## src/design/cng_pkg.sv

```systemverilog
`timescale 1ns / 1ps

package cng_pkg;

	// sizing
	localparam int MAX_GRAM       = 10;
	localparam int OFFSET_BITS    = 20;
	localparam int CHAR_BYTES_W   = 3;
	localparam int GRAM_CHARS_W   = 4;
	localparam int OUT_OFF_BITS   = 20;
	localparam int OUT_LEN_BITS   = 6;
	localparam int OUT_LEN_MAX    = (1 << OUT_LEN_BITS) - 1;
	localparam int CHAR_BYTES_MAX = (1 << CHAR_BYTES_W) - 1;

	// window count holds 0..MAX_GRAM, lane index 0..MAX_GRAM-1
	localparam int CNT_BITS = $clog2(MAX_GRAM + 1);
	localparam int IDX_BITS = (MAX_GRAM > 1) ? $clog2(MAX_GRAM) : 1;
	// low position bits: enough to span a full window of longest characters
	localparam int LO_BITS  = $clog2(MAX_GRAM * CHAR_BYTES_MAX + 1);

	// queue between front and back
	localparam int Q_DEPTH    = 2;
	localparam int Q_PTR_BITS = (Q_DEPTH > 1) ? $clog2(Q_DEPTH) : 1;
	localparam int Q_CNT_BITS = $clog2(Q_DEPTH + 1);

	// configuration port
	localparam int CFG_IDX_BITS  = 1;
	localparam int CFG_DATA_BITS = GRAM_CHARS_W;
	localparam logic [CFG_IDX_BITS-1:0] REG_GRAM_CHARS = 1'b0;
	localparam logic [CFG_IDX_BITS-1:0] REG_EMIT_REM   = 1'b1;
	localparam logic [GRAM_CHARS_W-1:0] GRAM_CHARS_RST = 4'd2;

	typedef enum logic [1:0] {
		OP_SKIP,
		OP_SEP,
		OP_WORD
	} op_t;

	typedef struct packed {
		logic [CHAR_BYTES_W-1:0] char_bytes;
		logic                    is_word;
		logic                    doc_end;
	} char_item_t;

	typedef struct packed {
		logic [OUT_OFF_BITS-1:0] gram_offset;
		logic [OUT_LEN_BITS-1:0] gram_bytes;
		logic                    is_short;
	} gram_item_t;

	typedef struct packed {
		op_t                     op;
		logic [CHAR_BYTES_W-1:0] char_bytes;
		logic                    doc_end;
	} q_item_t;

	typedef struct packed {
		logic [GRAM_CHARS_W-1:0] gram_chars;
		logic                    emit_remainder;
	} cfg_t;

	typedef struct packed {
		logic win_empty;
		logic none_emitted;
	} bk_status_t;

endpackage

```

## src/design/cng_front.sv

```systemverilog
`timescale 1ns / 1ps

module cng_front import cng_pkg::*; (
	input  logic       clk,
	input  logic       arst_n,
	input  logic       accept,
	input  char_item_t item,
	output q_item_t    entry
);

	logic halted_q;

	// broken data parks the rest of the document; doc end always passes
	always_comb begin
		entry.char_bytes = item.char_bytes;
		entry.doc_end    = item.doc_end;
		if (halted_q || item.char_bytes == '0) begin
			entry.op = OP_SKIP;
		end else if (item.is_word) begin
			entry.op = OP_WORD;
		end else begin
			entry.op = OP_SEP;
		end
	end

	always_ff @(posedge clk or negedge arst_n) begin
		if (!arst_n) begin
			halted_q <= 1'b0;
		end else if (accept) begin
			if (item.doc_end) begin
				halted_q <= 1'b0;
			end else if (item.char_bytes == '0) begin
				halted_q <= 1'b1;
			end
		end
	end

endmodule

```

## src/design/cng_queue.sv

```systemverilog
`timescale 1ns / 1ps

module cng_queue import cng_pkg::*; (
	input  logic    clk,
	input  logic    arst_n,
	input  logic    push,
	input  q_item_t push_data,
	output logic    full,
	input  logic    pop,
	output logic    avail,
	output q_item_t pop_data
);

	q_item_t               mem_q [Q_DEPTH];
	logic [Q_PTR_BITS-1:0] wr_ptr_q;
	logic [Q_PTR_BITS-1:0] rd_ptr_q;
	logic [Q_CNT_BITS-1:0] cnt_q;

	assign full     = (cnt_q == Q_CNT_BITS'(Q_DEPTH));
	assign avail    = (cnt_q != '0);
	assign pop_data = mem_q[rd_ptr_q];

	always_ff @(posedge clk) begin
		if (push) begin
			mem_q[wr_ptr_q] <= push_data;
		end
	end

	always_ff @(posedge clk or negedge arst_n) begin
		if (!arst_n) begin
			wr_ptr_q <= '0;
			rd_ptr_q <= '0;
			cnt_q    <= '0;
		end else begin
			if (push) begin
				wr_ptr_q <= (int'(wr_ptr_q) == Q_DEPTH - 1) ? '0 : wr_ptr_q + 1'b1;
			end
			if (pop) begin
				rd_ptr_q <= (int'(rd_ptr_q) == Q_DEPTH - 1) ? '0 : rd_ptr_q + 1'b1;
			end
			if (push && !pop) begin
				cnt_q <= cnt_q + 1'b1;
			end else if (pop && !push) begin
				cnt_q <= cnt_q - 1'b1;
			end
		end
	end

endmodule

```

## src/design/cng_back.sv

```systemverilog
`timescale 1ns / 1ps

module cng_back import cng_pkg::*; (
	input  logic       clk,
	input  logic       arst_n,
	input  cfg_t       cfg,
	input  logic       avail,
	input  q_item_t    entry,
	output logic       pop,
	output logic       out_valid,
	input  logic       out_stall,
	output gram_item_t out_beat,
	output bk_status_t status
);

	typedef struct packed {
		logic [OFFSET_BITS-1:0] off;
		logic [LO_BITS-1:0]     lo;
	} lane_t;

	// lane 0 holds the newest character of the window
	lane_t                  lane_q [MAX_GRAM];
	logic [OFFSET_BITS-1:0] byte_pos_q;
	logic [LO_BITS-1:0]     pos_lo_q;
	logic [CNT_BITS-1:0]    cnt_q;
	logic                   none_q;
	logic                   out_valid_q;
	gram_item_t             out_beat_q;

	logic [CNT_BITS-1:0]    n;
	logic [CNT_BITS-1:0]    c_pre;
	logic [CNT_BITS-1:0]    c_new;
	logic [CNT_BITS-1:0]    cnt_after;
	logic [CNT_BITS-1:0]    rd_base;
	logic [IDX_BITS-1:0]    rd_idx;
	logic                   use_new;
	logic                   is_word;
	logic                   full_win;
	logic                   emit_short;
	logic                   emit;
	logic [OFFSET_BITS:0]   pos_sum;
	logic [OFFSET_BITS-1:0] byte_pos_nx;
	logic [LO_BITS-1:0]     pos_lo_nx;
	logic [LO_BITS-1:0]     span;
	lane_t                  cur_lane;
	lane_t                  old_lane;
	gram_item_t             result;

	assign pop = avail && (!out_valid_q || !out_stall);

	// clamp the gram size into 1..MAX_GRAM
	always_comb begin
		if (cfg.gram_chars == '0) begin
			n = CNT_BITS'(1);
		end else if (int'(cfg.gram_chars) > MAX_GRAM) begin
			n = CNT_BITS'(MAX_GRAM);
		end else begin
			n = CNT_BITS'(cfg.gram_chars);
		end
	end

	always_comb begin
		is_word  = (entry.op == OP_WORD);
		// a shrunken gram size drops the oldest characters first
		c_pre    = (cnt_q >= n) ? n - 1'b1 : cnt_q;
		c_new    = c_pre + 1'b1;
		full_win = is_word && (c_new == n);

		unique case (entry.op)
			OP_SKIP: cnt_after = cnt_q;
			OP_SEP:  cnt_after = '0;
			OP_WORD: cnt_after = full_win ? c_pre : c_new;
			default: cnt_after = cnt_q;
		endcase

		pos_sum = {1'b0, byte_pos_q} + (OFFSET_BITS + 1)'(entry.char_bytes);
		if (entry.op == OP_SKIP) begin
			byte_pos_nx = byte_pos_q;
			pos_lo_nx   = pos_lo_q;
		end else begin
			byte_pos_nx = pos_sum[OFFSET_BITS] ? '1 : pos_sum[OFFSET_BITS-1:0];
			pos_lo_nx   = pos_lo_q + LO_BITS'(entry.char_bytes);
		end

		// oldest character of the window being reported
		rd_base  = is_word ? c_pre : cnt_q;
		use_new  = is_word && (c_pre == '0);
		rd_idx   = (rd_base == '0) ? '0 : IDX_BITS'(rd_base - 1'b1);
		cur_lane = '{off: byte_pos_q, lo: pos_lo_q};
		old_lane = use_new ? cur_lane : lane_q[rd_idx];
		span     = pos_lo_nx - old_lane.lo;

		emit_short = entry.doc_end && cfg.emit_remainder && none_q
		             && (cnt_after != '0) && !full_win;
		emit       = full_win || emit_short;

		result.gram_offset = OUT_OFF_BITS'(old_lane.off);
		result.gram_bytes  = (int'(span) > OUT_LEN_MAX) ? '1 : OUT_LEN_BITS'(span);
		result.is_short    = !full_win;
	end

	always_ff @(posedge clk) begin
		if (pop && is_word) begin
			lane_q[0] <= cur_lane;
			for (int k = 1; k < MAX_GRAM; k++) begin
				lane_q[k] <= lane_q[k-1];
			end
		end
		if (pop && emit) begin
			out_beat_q <= result;
		end
	end

	always_ff @(posedge clk or negedge arst_n) begin
		if (!arst_n) begin
			byte_pos_q  <= '0;
			pos_lo_q    <= '0;
			cnt_q       <= '0;
			none_q      <= 1'b1;
			out_valid_q <= 1'b0;
		end else begin
			if (pop) begin
				out_valid_q <= emit;
				if (entry.doc_end) begin
					byte_pos_q <= '0;
					pos_lo_q   <= '0;
					cnt_q      <= '0;
					none_q     <= 1'b1;
				end else begin
					byte_pos_q <= byte_pos_nx;
					pos_lo_q   <= pos_lo_nx;
					cnt_q      <= cnt_after;
					if (full_win) begin
						none_q <= 1'b0;
					end
				end
			end else if (!out_stall) begin
				out_valid_q <= 1'b0;
			end
		end
	end

	assign out_valid           = out_valid_q;
	assign out_beat            = out_beat_q;
	assign status.win_empty    = (cnt_q == '0);
	assign status.none_emitted = none_q;

endmodule

```

## src/design/char_ngram_splitter.sv

```systemverilog
// channel   dir  handshake                 beat
// char      in   char_valid / char_stall   char_beat : char_bytes, is_word, doc_end
// gram      out  gram_valid / gram_stall   gram_beat : gram_offset, gram_bytes, is_short
// cfg       in   cfg_we                    cfg_index, cfg_data
//
// one character beat per cycle sustained while char_stall is low; a window beat
// follows its character through the queue, then the back's output register
// the queue is two beats deep, so char_stall depends only on the queue fill
// and the back stalls on gram_stall; the front is held only once the queue is full
// arst_n clears the window, the halt flag, the queue and the registers to
// gram_chars = 2 and emit_remainder = 0; no clearing pass is needed
`timescale 1ns / 1ps

module char_ngram_splitter import cng_pkg::*; (
	input  logic                     clk,
	input  logic                     arst_n,
	input  logic                     char_valid,
	output logic                     char_stall,
	input  char_item_t               char_beat,
	output logic                     gram_valid,
	input  logic                     gram_stall,
	output gram_item_t               gram_beat,
	input  logic                     cfg_we,
	input  logic [CFG_IDX_BITS-1:0]  cfg_index,
	input  logic [CFG_DATA_BITS-1:0] cfg_data
);

	cfg_t       cfg_q;
	logic       char_accept;
	q_item_t    front_entry;
	logic       q_full;
	logic       q_avail;
	logic       q_pop;
	q_item_t    q_entry;
	bk_status_t bk_status;

	// configuration registers
	always_ff @(posedge clk or negedge arst_n) begin
		if (!arst_n) begin
			cfg_q.gram_chars     <= GRAM_CHARS_RST;
			cfg_q.emit_remainder <= 1'b0;
		end else if (cfg_we) begin
			unique case (cfg_index)
				REG_GRAM_CHARS: cfg_q.gram_chars <= cfg_data[GRAM_CHARS_W-1:0];
				REG_EMIT_REM:   cfg_q.emit_remainder <= cfg_data[0];
				default:        cfg_q <= cfg_q;
			endcase
		end
	end

	// front takes a beat whenever the queue has a free slot
	assign char_stall  = q_full;
	assign char_accept = char_valid && !char_stall;

	// front: classifies each character and tracks broken data
	cng_front u_front (
		.clk    (clk),
		.arst_n (arst_n),
		.accept (char_accept),
		.item   (char_beat),
		.entry  (front_entry)
	);

	// short queue decoupling classification from the window engine
	cng_queue u_queue (
		.clk       (clk),
		.arst_n    (arst_n),
		.push      (char_accept),
		.push_data (front_entry),
		.full      (q_full),
		.pop       (q_pop),
		.avail     (q_avail),
		.pop_data  (q_entry)
	);

	// back: sliding window, offsets, remainder and the output register
	cng_back u_back (
		.clk       (clk),
		.arst_n    (arst_n),
		.cfg       (cfg_q),
		.avail     (q_avail),
		.entry     (q_entry),
		.pop       (q_pop),
		.out_valid (gram_valid),
		.out_stall (gram_stall),
		.out_beat  (gram_beat),
		.status    (bk_status)
	);

	// a new result beat only appears after the back consumed a queue entry
	a_result_from_pop: assert property (@(posedge clk) disable iff (!arst_n)
		$rose(gram_valid) |-> $past(q_pop))
		else $error("result beat without a consumed entry");

	// document end leaves an empty window with nothing yet emitted
	a_doc_end_clears: assert property (@(posedge clk) disable iff (!arst_n)
		(q_pop && q_entry.doc_end) |=> (bk_status.win_empty && bk_status.none_emitted))
		else $error("window state survived document end");

	// every reported window covers at least one byte
	a_nonzero_len: assert property (@(posedge clk) disable iff (!arst_n)
		gram_valid |-> (gram_beat.gram_bytes != '0))
		else $error("zero length window beat");

	// the front never pushes into a full queue
	a_no_overflow: assert property (@(posedge clk) disable iff (!arst_n)
		q_full |-> !char_accept)
		else $error("push into full queue");

endmodule

```

## config.mk

```make
export PLATFORM = sky130hd
export DESIGN_NAME = char_ngram_splitter
export DESIGN_NICKNAME = d
export VERILOG_FILES = /design/src/design/cng_pkg.sv /design/src/design/cng_front.sv /design/src/design/cng_queue.sv /design/src/design/cng_back.sv /design/src/design/char_ngram_splitter.sv
export SDC_FILE = /design/constraint.sdc
export NUM_CORES = 1
export LEC_CHECK = 0
export ABC_AREA = 1
export BUFFER_PORTS_ARGS = -buffer_cell sky130_fd_sc_hd__buf_2
export CORE_MARGIN = 1.5
export CORE_UTILIZATION = 43
export CTS_CLUSTER_DIAMETER = 200
export CTS_CLUSTER_SIZE = 14
export DETAILED_ROUTE_END_ITERATION = 6
export REMOVE_ABC_BUFFERS = 1
export SETUP_SLACK_MARGIN = 0.4
export SYNTH_ARGS = -nofsm -noshare
export SYNTH_HDL_FRONTEND = slang
export SYNTH_HIERARCHICAL = 1
export SYNTH_SLANG_ARGS = --single-unit
```

## constraint.sdc

```tcl
create_clock -name clk -period 15.4 [get_ports clk]
set_clock_uncertainty 0.15 [all_clocks]
set_input_delay 0.77 -clock clk [delete_from_list [all_inputs] [get_ports clk]]
set_output_delay 0.77 -clock clk [all_outputs]
set_load 0.01 [all_outputs]
```

## Word level (Yosys, flattened, before mapping)

Memories as Yosys holds them, arrays and structs flattened.
Cells that the tools add are included.

| word-level totals | value |
|---|---|
| word-level logic and storage cells | 102 |
| memories kept | 2 |
| output and inout bits | 29 |
| bits in registers | 70 |
| memory bits (writable) | 282 |
| bits of input ports | 15 |

| cells by class | value |
|---|---|
| $lt $le $gt $ge | 3 |
| equality and inequality tests | 6 |
| reduce and logical (&&, ||, !) cells | 36 |
| $add $sub $neg | 10 |
| bitwise operators | 1 |
| mux-type cells | 30 |

Memories:

| name | words | width | read ports | clocked after Yosys merged registers in | write ports | line | RTL |
|---|---|---|---|---|---|---|---|
| u_back.lane_q | 10 | 27 | 10 | 0 | 10 | cng_back.sv:22 | `lane_t lane_q [MAX_GRAM];` |
| u_queue.mem_q | 2 | 6 | 1 | 0 | 1 | cng_queue.sv:14 | `q_item_t mem_q [Q_DEPTH];` |

Operators by type and width:

| operator | number |
|---|---|
| $mux W20 | 3 |
| $mux W4 | 7 |
| $mux W27 | 1 |
| $add A20 B3 Y21 | 1 |
| $mux W7 | 2 |
| $logic_and A1 B1 Y1 | 12 |
| $logic_not A4 Y1 | 3 |
| $mux W1 | 12 |
| $reduce_and A2 Y1 | 5 |
| $mux W2 | 4 |
| $pmux W4 S2 | 1 |
| $reduce_bool A2 Y1 | 4 |
| $sub A4 B1 Y4 const B | 2 |
| $add A7 B3 Y7 | 1 |
| $gt A7 B6 Y1 const B | 1 |
| $sub A7 B7 Y7 | 1 |
| $logic_not A1 Y1 | 6 |
| $add A4 B1 Y4 const B | 1 |
| $eq A2 B2 Y1 const B | 2 |
| $eq A4 B4 Y1 | 1 |
| $ge A4 B4 Y1 | 1 |
| $gt A4 B4 Y1 const B | 1 |
| $ne A2 B1 Y1 const B | 2 |
| $reduce_bool A4 Y1 | 1 |
| other kinds (8) | 11 |

## Logic depth before layout (Yosys ltp)

| logic depth | value |
|---|---|
| word-level depth | 15 |
| mapped depth | 35 |
| gate-level depth less buffers | 32 |

## Modules after synthesis

Netlist, hierarchy kept.

By module, submodules not included:

| module | area each (um2) | times used | cells each | seq. area each (um2) |
|---|---|---|---|---|
| cng_back | 14,543.9 | 1 | 1,260 | 9,745.6 |
| cng_queue | 668.1 | 1 | 44 | 460.4 |
| char_ngram_splitter | 210.2 | 1 | 25 | 126.4 |
| cng_front | 107.6 | 1 | 16 | 25.0 |

## Least setup slack after synthesis

OpenSTA, ideal clock, no wires.

| timing path | value |
|---|---|
| path kind | register to register |
| from | register u_queue.rd_ptr_q |
| to | memory u_back/lane_q[0][0] (netlist name) (enable) |
| cell stages (with the launch flop) | 7 |
| setup time | 0.908 ns |
| path buffers | 1 |
| clock period less this slack | 13.585 ns |
| data required time | 14.342 ns |
| path slack | 1.815 ns |
| arrival | 12.528 ns |
| cell sequence | dfrtp_1 buf_6 mux2_4 inv_1 ha_1 clkinv_1 nor2_1 |

RTL lines:

| what | line | RTL |
|---|---|---|
| start: declaration | cng_queue.sv:16 | `logic [Q_PTR_BITS-1:0] rd_ptr_q;` |
| start signal: assignment | cng_queue.sv:39 | `rd_ptr_q <= (int'(rd_ptr_q) == Q_DEPTH - 1) ? '0 : rd_ptr_q + 1'b1;` |
| end: declaration | cng_back.sv:22 |  |

## Final worst setup path

| timing path | value |
|---|---|
| from | register cfg_q[4] (netlist name) |
| to | register u_back.out_beat_q, in the netlist u_back/out_beat[2], data pin |

| on the way | value |
|---|---|
| word-level cells in the longest chain between the ends | 12 |

RTL lines:

| what | line | RTL |
|---|---|---|
| start: declaration | char_ngram_splitter.sv:28 | `cfg_t cfg_q;` |
| start signal: assignment | char_ngram_splitter.sv:46 | `default: cfg_q <= cfg_q;` |
| $gt A4 B4 Y1 | cng_back.sv:55 | `end else if (int'(cfg.gram_chars) > MAX_GRAM) begin` |
| $mux W4 | cng_back.sv:55 |  |
| $mux W4 * | cng_back.sv:53 | `if (cfg.gram_chars == '0) begin` |
| $sub A4 B1 Y4 / $ge A4 B4 Y1 (equally long branches) | cng_back.sv:65 | `c_pre = (cnt_q >= n) ? n - 1'b1 : cnt_q;` |
| $mux W4 * | cng_back.sv:65 |  |
| $mux W4 | cng_back.sv:86 | `rd_base = is_word ? c_pre : cnt_q;` |
| $sub A4 B1 Y4 / $logic_not A4 Y1 (equally long branches) | cng_back.sv:88 | `rd_idx = (rd_base == '0) ? '0 : IDX_BITS'(rd_base - 1'b1);` |
| $mux W4 | cng_back.sv:88 |  |
| $mem_v2 Z10 W27 | -- |  |
| $mux W27 * | cng_back.sv:90 | `old_lane = use_new ? cur_lane : lane_q[rd_idx];` |
| $sub A7 B7 Y7 * | cng_back.sv:91 | `span = pos_lo_nx - old_lane.lo;` |
| $gt A7 B6 Y1 | cng_back.sv:98 | `result.gram_bytes = (int'(span) > OUT_LEN_MAX) ? '1 : OUT_LEN_BITS'(span);` |
| end signal: assignment | cng_back.sv:110 | `out_beat_q <= result;` |
| end: declaration | cng_back.sv:28 | `gram_item_t out_beat_q;` |

Mark *: on every way between the ends. The rest lies on a longest branch, timed or not.
A chain may end at the register's enable or synchronous reset.

==> out/qor.yml <==
run_status:
  status: "completed"
global_route:
  grt_max_degree: 90
  grt_pass1_vias: 9710
  antenna_found_initial: 0
  grt.total_usage_pct: 18.36
  grt_pass1_wl_um: 53890
  grt_overflow: 0
placement:
  gp_congestion: 0.8624
  hpwl_um: 19640
  io_buffers: 43
floorplanning:
  rows: 69
  core-area_mm2: 0.03557
  dieArea_mm2: 0.03723
  initial_core_util_pct: 43.62
  ios: 44
  die_y_um: 193.0
  die_w_um: 193.0
detailed_routing:
  via_per_inst: 5.394
  met3_length_um: 1479
  wl_met1_um: 16050
  met2_length_um: 15420
  vias: 9990
  top_layer: "met4"
  firstDrtPassIters: 5
  ant_nets: 0
  drc: 0
  drtIter0Drc: 815
  routed_wl_um: 33550
  wire_per_inst_um: 18.11
clock_tree:
  cts_tree: "yes"
  clock_latency_ns: 0.55
  root_buffer: "clkbuf_16"
  cts_setup_buffers: 0
  cts_htree_levels: 1
  cts.clk_slew.worst_paths_ns: 0.07
  numCtsBuffers: 29
  ctsHoldBuffers: 0
  cts_buffer_depth: 3
  ctsResizeCount: 0
  clock-sinks: 352
worst_setup_path:
  critPathMostFrequentCell: "nand3_1"
  r2r_cells: 32
  crit_fanout: 62
  worst_path_max_delay_cell: "buf_4"
  max_stage_delay_ns: 0.65
  critPathLaunchType: "register"
  critical_path_class: "reg2reg"
  cp.required_ns: 15.54
  crit_arrival_ns: 7.27
  cp-end-kind: "register"
finish:
  n_fill_cell: 3242
  fin_util_pct: 47.58
  drive_gt1_share_pct: 9.849
  nets: 1411
  regArea_mm2: 0.01036
  area_growth_pct: 9.080
  diodes: 0
  multi_input_area_mm2: 0.004511
flow_run:
  drv_cap: 0
timing:
  worstMarginPinSlew_ns: 1.157
  fmax_ghz: 0.1403
  drv_slew: 0
  finalCritPeriodShare_pct: 46.29
  setup_viol: 0
  grt_setup_unrepaired: "false"
  finalHoldViolations: 0
  period_minus_slack_ns: 7.128
  setup_tns_ns: 0
  slew_headroom_pct: 22.84
synth:
  avgSynthCellArea_um2: 11.55
  netlist_instances: 1343
  syn_area_mm2: 0.01552
  yosys_warnings: 6
worst_hold_path:
  hold_path.class: "in2async"
[critical path, delay by kind of cell (launching register included)]
family / cells / cell delay, ns
AOI/OAI and AO/OA: 6 / 1.00
xor gates and xnor gates: 1 / 0.23
adders and majority gates: 4 / 1.31
buffers and inverters: 7 / 1.75
DFF: 1 / 0.46
and+or+nand+nor: 14 / 1.92
[path summary, 6_finish.rpt]
check / start / endpoint / slack (ns)
min: arst_n / u_front/halted_q / 0.27
max in group asynchronous: arst_n / cfg_q[3] / 14.16
max reg2reg: cfg_q[4] / u_back/out_beat[2] / 8.27
min in group clk: char_beat[0] / u_queue/mem_q[1][0] / 0.27
min reg2reg: u_back/lane_q[2][24] / u_back/lane_q[3][24] / 0.29
max: cfg_q[4] / u_back/out_beat[2] / 8.27
[flip-flops by register name, indices dropped and copies added, names as in the netlist, 2 cells and up]
| register | count |
|---|---|
| cfg_q | 5 |
| u_queue/cnt_q | 2 |
| u_back/byte_pos_q | 20 |
| u_queue/mem_q | 12 |
| u_back/lane_q | 270 |
| u_back/cnt_q | 4 |
| u_back/pos_lo_q | 7 |
| u_back/out_beat | 27 |
[metrics by stage]
step / std cells / hold slack, ns / worst slack, ns / instance area (um2)
finish: 1852 / 0.2655 / 8.272 / 16930
global route: 1852 / 0.2564 / 7.616 / 16930
CTS: 1852 / 0.2501 / 8.304 / 16930
detailed placement: 1799 / 0.2777 / 8.323 / 16090
global placement: 1799 / 0.2719 / 8.537 / 16090
floorplan: 1281 / 0.2683 / 1.749 / 15190
[metal layers]
metal	track usage [%]	vias up
met5	0	-
met4	3.876	0
met3	2.027	47
met2	29.21	258
met1	27.30	4879
li1	-	4806
[layout by cell type (no fill, tap or decap), types with 12 or more instances in the layout]
master and instances:
dfrtp_1 41, buf_4 14, inv_1 80, nand3_1 98
xor2_1 23, ha_1 24, o21ai_1 15, nand2_1 212
o211ai_1 62, a21oi_1 54, buf_2 43, or2_0 12
nor2_1 147, edfxtp_1 309, clkbuf_1 22, clkbuf_16 29
o21ai_0 113
[area by class of cell]
cell class,count,share of cell area [%]
clock buffers,51,4.776
clock inverters,2,0.1479
inverters,87,1.929
multi-input cells,842,26.65
flip-flops and latches,352,61.20
well taps,461,3.408
repair buffers,57,1.893
Power is not shown: default switching activity piles up to over one toggle a cycle in this logic, so the estimate is an artifact.
